[config.mk]
export PLATFORM = sky130hd
export DESIGN_NAME = rws_ram
export DESIGN_NICKNAME = d
export VERILOG_FILES = /design/src/hw/rtl/rws_ram.sv
export SDC_FILE = /design/constraint.sdc
export NUM_CORES = 1
export LEC_CHECK = 0
export BUFFER_PORTS_ARGS = -buffer_cell sky130_fd_sc_hd__buf_4
export CAP_MARGIN = 20
export CORE_ASPECT_RATIO = 1.1
export CORE_UTILIZATION = 30
export CTS_BUF_LIST = sky130_fd_sc_hd__clkbuf_8 sky130_fd_sc_hd__clkbuf_16
export DETAILED_ROUTE_END_ITERATION = 6
export SYNTH_ARGS = -nofsm -noshare
export SYNTH_HDL_FRONTEND = slang
export SYNTH_SLANG_ARGS = --single-unit
export TNS_END_PERCENT = 10
[constraint.sdc]
create_clock -name clk -period 1.7 [get_ports clk]
set_clock_uncertainty 0.1 [all_clocks]
set_input_delay 0.085 -clock clk [delete_from_list [all_inputs] [get_ports clk]]
set_output_delay 0.085 -clock clk [all_outputs]
set_load 0.01 [all_outputs]
[src/hw/rtl/rws_ram.sv]
// Generic simple dual-port RAM: one write port, one registered read port.
// Depends on nothing.
module rws_ram #(
  parameter int WIDTH = 8,
  parameter int DEPTH = 16
) (
  input  logic                     clk,
  input  logic                     we,
  input  logic [$clog2(DEPTH)-1:0] waddr,
  input  logic [WIDTH-1:0]         wdata,
  input  logic [$clog2(DEPTH)-1:0] raddr,
  output logic [WIDTH-1:0]         rdata
);

  logic [WIDTH-1:0] mem [DEPTH];

  // Write, and register the read data
  always_ff @(posedge clk) begin
    if (we) begin
      mem[waddr] <= wdata;
    end
    rdata <= mem[raddr];
  end

endmodule

==> metrics <==
status finished, final reports clean; syn_area_per_cell 22.5 um2; post-layout util 0.384; Worst EP arrival approximately 1.7 ns; Root Buffer clkbuf_16; Nets 314; # port buffers 25; via count 2426; DRC Markers 0; # diodes 0; CTS resizes 0; Max FO, Critical Path 1; post-detailed-routing wire length 9970 um; share of cells above drive strength 1 0.324; die area 17700 um2; starting density of the core 0.311; crit-path cells mux4_2, a22oi_1, nand2_1; initial DRC count roughly 200; WS Path Type reg2reg; Leak Pwr between 0.002 and 0.0025 uW; vias per inst 4.73; Syn. warnings 0; CP top delay family multiplexers; CTS tree yes; DP Wirelength 6590 um; gpl congestion 0.725; synthesized flop and latch total 136; H-Tree Depth 4; CP required ~1.9 ns; relative slew slack 0.743; number of global-route vias before repair 2672; core area between 15000 and 20000 um2; Total GRT Usage 0.123; largest net degree at the start of global routing 17; final hold violation count 0; row count 49; max_cap viols 0; CP Capture Type flip-flop; number of post-CTS setup repair buffers 0; Routed Antenna Nets 0; VDD IR max a little over 700 uV; Final Instance Count excl. Fillers 513; chip width 127 um; most frequent cells in the layout edfxtp_1 (128), buf_4 (47), mux4_2 (18); clock latency on the worst-skew pair approximately 0.41 ns; crit start category flip-flop; Seq/Total Area, Yosys 0.778; grt ovf 0; top-level I/O count 26; clock sink count 136; fmax between 600 and 700 MHz; RSZ-0062 raised after global routing no; Tcrit/Tclk final 0.861; power density over the cells about 1200 nW/um2; library cells used by synthesis 19; initial antenna violation count 0; Hold Path Class in2reg; commonest non-fill, non-tap cell in the layout edfxtp_1; routed len/inst 19.4 um; syn nets 247; die height 139 um; Num CTS Buffers 17; Synth Instances 229; Layout Area Growth over Synthesis 23.5%; Clock transition at path regs 0.06 ns; DP Cell Count roughly 470; Mapped Area 5150 um2; clk buf depth 2; Worst path slowest cell mux4_2; Critical Path Max Stage Delay about 0.48 ns; # hold bufs at CTS 8; fin. max-slew vios 0; fin crit period 1.46 ns; DR pass1 iterations 4; # setup viols final 0; Setup TNS 0 ns; Worst Max-Slew Pin Slew a little under 0.4 ns; worst path bufs/invs 0; first-pass GRT wire length 15500 um
==> layout make-up <==
type	instances	area, um2
fillers	1514	10200
flip-flops and latches	136	4000
multi-input cells	83	1060
repair buffers	58	493
clock buffers	18	439
well taps	204	255
clock inverters	14	110
==> stage by stage <==
step | total power [uW] | hold WS [ns] | area, um2 | setup slack [ns]
after global routing | 7780 | 0.102 | 6360 | 0.187
after detailed placement | 4240 | 0.309 | 5730 | 0.138
after floorplan | 4040 | 0.0839 | 5150 | 0.0221
final | 7540 | 0.0867 | 6360 | 0.235
after CTS | 7610 | 0.0713 | 6360 | 0.228
after global placement | 4230 | 0.294 | 5730 | 0.138
==> Yosys cell counts, drive strengths merged <==
library cell,n,share of area
edfxtp,128,0.75
mux4,32,0.15
a22oi,16,0.023
nor2,13,0.0095
nand2,9,0.0066
dfxtp,8,0.031
buf,7,0.011
nor3,4,0.0039
clkdlybuf4s25,3,0.0058
nand2b,2,0.0024
nand3b,2,0.0029
and2,1,0.0012
and2b,1,0.0015
nand3,1,0.00097
nor2b,1,0.0012
or3b,1,0.0017
==> worst reg2reg max path: stages (launching register included) <==
cell,delay [ns]
edfxtp_1,0.38
mux4_2,0.48
a22oi_1,0.30
nand2_1,0.09
==> metal layers <==
layer  global-route usage  share of wire
met1                0.163           0.43
met2                0.195           0.50
met3               0.0323          0.064
met4               0.0451         0.0035
met5                    0              0
==> where the power goes <==
| group | switching [uW] | internal (uW) | total (uW) | leakage [uW] |
|---|---|---|---|---|
| Combinational | 202 | 198 | 400 | 0.000668 |
| Clock | 1330 | 2020 | 3360 | 0.000264 |
| Sequential | 29.1 | 3750 | 3780 | 0.00122 |
==> worst paths after layout <==
check              from        end  slack, ns  cells past startpoint
min            waddr[0]  mem[8][0]       0.09                      3
max reg2reg   mem[3][7]   rdata[7]       0.24                      3
min reg2reg  mem[11][4]   rdata[4]       0.58                      3
max           mem[3][7]   rdata[7]       0.24                      3
==> registers in the layout (all words and copies together), names as in the netlist <==
name and flops:
rdata 8, mem 128
==> cells by family after synthesis <==
family	after synthesis	synth area share
flops	136	0.778
simple gates	35	0.0318
compound gates	16	0.0233
mux	32	0.150
buf+inv	10	0.0168
(Power assumes the default switching activity.)
