$ cat config.mk
export PLATFORM = sky130hd
export DESIGN_NAME = rws_search
export DESIGN_NICKNAME = d
export VERILOG_FILES = /design/src/hw/rtl/rws_pkg.sv /design/src/hw/rtl/rws_search.sv
export SDC_FILE = /design/constraint.sdc
export NUM_CORES = 2
export LEC_CHECK = 0
export BUFFER_PORTS_ARGS = -buffer_cell sky130_fd_sc_hd__buf_2
export CORE_ASPECT_RATIO = 0.9
export CORE_MARGIN = 3
export CORE_UTILIZATION = 60
export CTS_BUF_LIST = sky130_fd_sc_hd__clkbuf_2
export DETAILED_ROUTE_END_ITERATION = 6
export PLACE_DENSITY_LB_ADDON = 0.3
export RECOVER_POWER = 100
export SLEW_MARGIN = 20
export SYNTH_ARGS = -nofsm -noshare
export SYNTH_HDL_FRONTEND = slang
export SYNTH_SLANG_ARGS = --single-unit
export TNS_END_PERCENT = 50
$ cat constraint.sdc
create_clock -name clk -period 15 [get_ports clk]
set_input_delay 3 -clock clk [delete_from_list [all_inputs] [get_ports clk]]
set_output_delay 3 -clock clk [all_outputs]
set_load 0.1 [all_outputs]
$ cat src/hw/rtl/rws_pkg.sv
// Shared constants, codes and types of the roulette wheel selector.
// Depends on nothing; imported by every module of the block except rws_ram.
package rws_pkg;

  // Capacity of the member set
  localparam int MAX_MEMBERS = 128;

  // Port field widths
  localparam int OP_W      = 2;
  localparam int FIT_W     = 32;
  localparam int FRAC_W    = 17;
  localparam int OUT_IDX_W = 7;
  localparam int STATUS_W  = 2;

  // Fraction bits of the fixed-point formats
  localparam int FRAC_BITS = 16;

  // Derived storage widths
  localparam int IDX_W = (MAX_MEMBERS > 1) ? $clog2(MAX_MEMBERS) : 1;
  localparam int CNT_W = $clog2(MAX_MEMBERS + 1);
  localparam int CW    = FIT_W + IDX_W;   // cumulative sum, never overflows
  localparam int PW    = CW + FRAC_W;     // r * total

  // Operation codes
  localparam logic [OP_W-1:0] OP_START  = 2'd0;
  localparam logic [OP_W-1:0] OP_APPEND = 2'd1;
  localparam logic [OP_W-1:0] OP_SELECT = 2'd2;

  // Status codes
  localparam logic [STATUS_W-1:0] ST_OK    = 2'd0;
  localparam logic [STATUS_W-1:0] ST_EMPTY = 2'd1;
  localparam logic [STATUS_W-1:0] ST_FULL  = 2'd2;

  // Launch of a search
  typedef struct packed {
    logic              launch;
    logic [FRAC_W-1:0] r;
    logic [CW-1:0]     total;
    logic [IDX_W-1:0]  last;
  } srch_cmd_t;

  // Outcome of a search
  typedef struct packed {
    logic             done;
    logic [IDX_W-1:0] index;
  } srch_res_t;

endpackage

$ cat src/hw/rtl/rws_search.sv
// Binary search over the cumulative-sum store, one RAM read per step.
// Depends on rws_pkg; drives the read port of the store.
module rws_search (
  input  logic                      clk,
  input  logic                      rst,
  input  rws_pkg::srch_cmd_t        cmd,
  input  logic [rws_pkg::CW-1:0]    rdata,
  output logic [rws_pkg::IDX_W-1:0] raddr,
  output rws_pkg::srch_res_t        res
);

  import rws_pkg::*;

  logic             active;
  logic [PW-1:0]    target;
  logic [IDX_W-1:0] lo;
  logic [IDX_W-1:0] hi;
  logic [IDX_W-1:0] mid;
  logic             done;
  logic [IDX_W-1:0] index;

  logic [PW-1:0]    prod;
  logic [PW-1:0]    scaled;
  logic             reached;
  logic [IDX_W-1:0] lo_next;
  logic [IDX_W-1:0] hi_next;
  logic [IDX_W-1:0] mid_next;

  // Threshold r * total
  assign prod = cmd.r * cmd.total;

  // Compare the entry just read against the threshold and narrow the range
  assign scaled   = {1'b0, rdata, {FRAC_BITS{1'b0}}};
  assign reached  = (scaled >= target);
  assign lo_next  = reached ? lo : mid + IDX_W'(1);
  assign hi_next  = reached ? mid : hi;
  assign mid_next = lo_next + ((hi_next - lo_next) >> 1);

  // Launch reads the middle of the full range, a step reads the next middle
  assign raddr = cmd.launch ? (cmd.last >> 1) : mid_next;

  always_ff @(posedge clk) begin
    if (rst) begin
      active <= 1'b0;
      done   <= 1'b0;
    end else begin
      done <= 1'b0;
      if (cmd.launch) begin
        if (cmd.last == '0) begin
          done <= 1'b1;
        end else begin
          active <= 1'b1;
        end
      end else if (active) begin
        if (lo_next >= hi_next) begin
          active <= 1'b0;
          done   <= 1'b1;
        end
      end
    end
  end

  // Hold the search range and the result index
  always_ff @(posedge clk) begin
    if (cmd.launch) begin
      target <= prod;
      lo     <= '0;
      hi     <= cmd.last;
      mid    <= cmd.last >> 1;
      index  <= '0;
    end else if (active) begin
      lo    <= lo_next;
      hi    <= hi_next;
      mid   <= mid_next;
      index <= lo_next;
    end
  end

  assign res.done  = done;
  assign res.index = index;

endmodule

==> results summary <==
The post-synthesis net count is 3,739. The weighted congestion at the end of routability-driven global placement is 0.9148. The post-route DRC violation count came out at 0. In the final layout, the share of cells above drive strength 1 is 0.05038. The area growth from synthesis to final layout is 3.340%. The via count of the first global-routing pass came out at 21,045. The clock buffer count from CTS is 9. The flip-flop and latch count after synthesis is 79.

The initial antenna violation count came to 0. Yosys mapped the design onto 64 distinct sky130hd cell types. The number of DRC markers in iteration 0 is 1,483. The effective utilization at floorplan came out at 0.6151. For this run, the number of Yosys warnings is 0. The floorplan core area came out at 41,160 µm². After detailed routing, the total wire length is 66,720 µm. The number of buffer and inverter instances along the worst setup path came out at 3. After global routing the overflow that remains totals 0. The flow ran to the end, but the final reports show violations. The first-pass GRT wire length came out at 109,000 µm. For this run, the leading register cell type out of synthesis is sky130_fd_sc_hd__edfxtp_1. The max-capacitance violation count came out at 3. The cell count after synthesis is 2,895. Setup repair after global routing left no endpoint under its margin.

The number of I/O port buffers is 119. The number of levels the H-tree was split into is 3. The family of cells with the greatest summed delay on the critical path is compound AO/OA/AOI/OAI gates. Along the worst path, the maximum fanout reaches 16. The arrival time at the worst endpoint is 9.93 ns. The number of antenna diodes in the final layout is 0. The via count normalized by instance count came out at 5.687. For the final routed database, the setup TNS stands at 0 ns. The number of nets with antenna violations after routing came out at 0. The proportion of synthesized flip-flops having asynchronous set or reset is 0. Of the available clock period, the critical path in the final layout requires 0.8621. The largest individual stage delay along the critical path comes from the cell sky130_fd_sc_hd__o32ai_1. Counting flops with a built-in enable in the synthesized netlist gives 69.

The endpoint required time on the critical path came out at 12.00 ns. Tracing the worst setup path back leads to its startpoint at rdata[22]. Once layout is complete, the utilization of the core stands at 0.6357.

The top-level port count is 120. The clock transition at the registers of the reported paths is 0.22 ns. The post-DP HPWL came out at 50,500 µm. From left edge to right edge, the die measures 222.5 µm. The aggregate global-route resource usage is 0.3047. The number of clock sinks came out at 79. The highest attainable clock frequency is 77.33 MHz. The final number of hold-violating endpoints is 0. In this run, placement finished with an instance count of 3,422. The critical path goes through buf_2 > ha_1 > nand4_1 > nor4_1 > nand3_1 > a31oi_1 > nor2_1 > o32ai_1 > o21ai_0 > ha_1 > fa_1 > inv_1 > ha_1 > fa_1 > a21oi_1 > nor2_1 > nor2_1 > o21bai_1 > a21oi_1 > xnor2_1 > nor2_1 > buf_2. Counting stages on the worst path, the most repeated cell is sky130_fd_sc_hd__nor2_1.

The sequential cell area fraction in the yosys report is 0.08974. In this run the clock root is driven by a sky130_fd_sc_hd__clkbuf_2. The die footprint is 44,700 µm².

Row generation in the floorplan step produced 70 rows. The setup violation total in the final timing report came out at 0. Entering global routing, the biggest net connects 90 pins. The number of nets in the layout came out at 3,737. The via count of the routed design is 19,552. The number of setup buffers added after CTS is 0. The largest stage delay on the critical path came out at 2.05 ns.

The average detailed-routed wire length per instance came out at 19.41 µm. For the worst-skew pair, the clock arrives at the later sink with an insertion delay of 0.51 ns. Leaving out filler cells and counting taps, the final layout contains 3,438. The die boundary height came out at 200.9 µm.

The final critical path time including I/O delays and setup is 12.93 ns. The netlist area before placement came out at 25,320 µm². The transition time of the tightest slew-check pin is 4.209 ns. Once the clock tree was built, the resizer swapped 0 gates to a different size. The hold-fix buffer count after cts came out at 0. The worst setup path is captured at an output pin.

The mean instance size in the synthesized netlist is 8.746 µm². The number of iterations in the first detailed-routing pass came out at 7. The number of pins with negative max-slew slack in the final report came to 147. The startpoint identified for the worst register-to-register timing path is target[38]. The relative max-transition margin came out at -1.806.

The startpoint type of the worst setup path is a primary input. Across the routed clock network, the largest skew measured is 0.02365 ns. The maximum buffer depth of the clock tree is 2. The final reports fail on max-capacitance violations, max-slew violations. The hold path startpoint is index[0]. TritonCTS built the clock tree.

The critical path is of the primary input to output pin type. In this run the worst hold path is classified as flop to flop.
## metrics by stage
stage          cell area (µm²)  setup slack [ns]  hold slack (ns)
3_5_place_dp             26120             3.649           0.5001
6_report                 26170             2.068           0.5220
5_1_grt                  26170             1.620           0.5515
3_3_place_gp             26120             3.655           0.4729
4_1_cts                  26220             3.609           0.5252
2_1_floorplan            25320             3.098           0.4928
## metal layers
layer / share of wire / track usage / vias to the layer above / routed length, µm
li1: - / - / 8504 / -
met1: 0.40 / 0.4243 / 9808 / 26950
met2: 0.45 / 0.4840 / 1060 / 30320
met3: 0.11 / 0.07443 / 180 / 7291
met4: 0.032 / 0.08082 / 0 / 2151
met5: 0 / 0 / - / 0
## worst register-to-register path: stages, from the launching register on
cell and delay, ns:
sky130_fd_sc_hd__edfxtp_1 0.36, sky130_fd_sc_hd__inv_1 0.08, sky130_fd_sc_hd__ha_1 0.33, sky130_fd_sc_hd__nand4_1 0.15
sky130_fd_sc_hd__nor4_1 0.40, sky130_fd_sc_hd__nand3_1 0.14, sky130_fd_sc_hd__a31oi_1 0.23, sky130_fd_sc_hd__nor2_1 0.09
sky130_fd_sc_hd__o32ai_1 2.05, sky130_fd_sc_hd__o21ai_0 0.44, sky130_fd_sc_hd__ha_1 0.39, sky130_fd_sc_hd__fa_1 0.51
sky130_fd_sc_hd__inv_1 0.04, sky130_fd_sc_hd__ha_1 0.22, sky130_fd_sc_hd__fa_1 0.43, sky130_fd_sc_hd__a21oi_1 0.16
sky130_fd_sc_hd__nor2_1 0.05, sky130_fd_sc_hd__nor2_1 0.16, sky130_fd_sc_hd__o21bai_1 0.08, sky130_fd_sc_hd__a21oi_1 0.26
sky130_fd_sc_hd__nor4bb_1 0.09, sky130_fd_sc_hd__or3_1 0.50
## cell usage after synthesis (2+ instances only)
cell                        instances  area (µm²)
sky130_fd_sc_hd__nand2_1          523        1963
sky130_fd_sc_hd__o21bai_1          12       90.09
sky130_fd_sc_hd__or2_2              2       12.51
sky130_fd_sc_hd__o21ai_0           48       240.2
sky130_fd_sc_hd__or4_1              3       22.52
sky130_fd_sc_hd__nor2_1            60       225.2
sky130_fd_sc_hd__nor2b_1           10       62.56
sky130_fd_sc_hd__o41a_1             2       22.52
sky130_fd_sc_hd__nor3_1            10       50.05
sky130_fd_sc_hd__a221oi_1           5       43.79
sky130_fd_sc_hd__a2111oi_0          2       17.52
sky130_fd_sc_hd__edfxtp_1          69        2072
sky130_fd_sc_hd__clkbuf_1         137       514.2
sky130_fd_sc_hd__a21boi_0           4       30.03
sky130_fd_sc_hd__a211oi_1           5       37.54
sky130_fd_sc_hd__xor2_1            19       166.4
sky130_fd_sc_hd__o31ai_1            2       15.01
sky130_fd_sc_hd__or3_1              3       18.77
sky130_fd_sc_hd__a31oi_1            8       50.05
sky130_fd_sc_hd__o21a_1             5       37.54
sky130_fd_sc_hd__nor4bb_1           2       20.02
sky130_fd_sc_hd__nand4_1           16       100.1
sky130_fd_sc_hd__a21oi_1           75       375.4
sky130_fd_sc_hd__nand4b_1           2       17.52
sky130_fd_sc_hd__nand3_1           15       75.07
sky130_fd_sc_hd__and4_1             3       26.28
sky130_fd_sc_hd__inv_1            749        2811
sky130_fd_sc_hd__mux2i_1           14       140.1
sky130_fd_sc_hd__buf_2              2       10.01
sky130_fd_sc_hd__and3_1             7       43.79
sky130_fd_sc_hd__fa_1             556       11130
sky130_fd_sc_hd__nor4_1             8       50.05
sky130_fd_sc_hd__o22a_1             2       17.52
sky130_fd_sc_hd__and2_1           200        1251
sky130_fd_sc_hd__o211ai_1           3       22.52
sky130_fd_sc_hd__xnor2_1           43       376.6
sky130_fd_sc_hd__ha_1             183        2290
sky130_fd_sc_hd__nand2b_1           9       56.30
sky130_fd_sc_hd__nor3b_1            4       30.03
sky130_fd_sc_hd__dfxtp_1           10       200.2
sky130_fd_sc_hd__mux2_2            13       146.4
sky130_fd_sc_hd__a21o_1            28       210.2
## worst paths after layout
| path | endpoint | slack (ns) | cells after the start |
|---|---|---|---|
| worst max-delay path | raddr[6] | 2.07 | 22 |
| worst min-delay path | index[0] | 0.52 | 2 |
| worst max register to register | mid[6] | 7.78 | 21 |
| worst min register to register | index[0] | 0.52 | 2 |
## final cells by class
cell class	count	area (µm²)
multi-input combinational	1927	19670
timing repair buffer	127	636.9
clock inverter	7	56.30
clock buffer	9	45.04
inverter	749	2811
tap	540	675.6
sequential	79	2272
fill	3451	15000
## registers in the layout, indices dropped and copies added (netlist names)
register	cells
index	7
mid	7
done	1
target	56
hi	7
active	1
## kinds of logic (layout without fill, tap and decap cells)
family,Yosys count,in the layout,share of synthesized area
compound gates,219,219,0.05515
xor+xnor,62,62,0.02145
fa+ha+maj,739,739,0.5300
buf+inv,889,892,0.1320
flops,79,79,0.08974
mux,27,27,0.01132
simple gates,880,880,0.1603
## layout by cell type, fill, tap and decap left out, drive strengths merged, types with 4 or more instances in the layout
cell type,instances
nand3,15
nor2,60
dfxtp,10
xor2,19
and2,200
a211oi,6
a221oi,5
buf,114
nor3b,4
mux2,13
nand2,523
and3,7
fa,556
edfxtp,69
ha,183
mux2i,14
nand4,16
a21o,28
nor2b,10
a21boi,4
xnor2,43
o21bai,12
a31oi,8
clkbuf,22
nand2b,9
nor4,8
a21oi,75
o21a,5
nor3,10
o21ai,49
inv,751
Power is not shown: default switching activity piles up to over one toggle a cycle in this logic, so the estimate is an artifact.
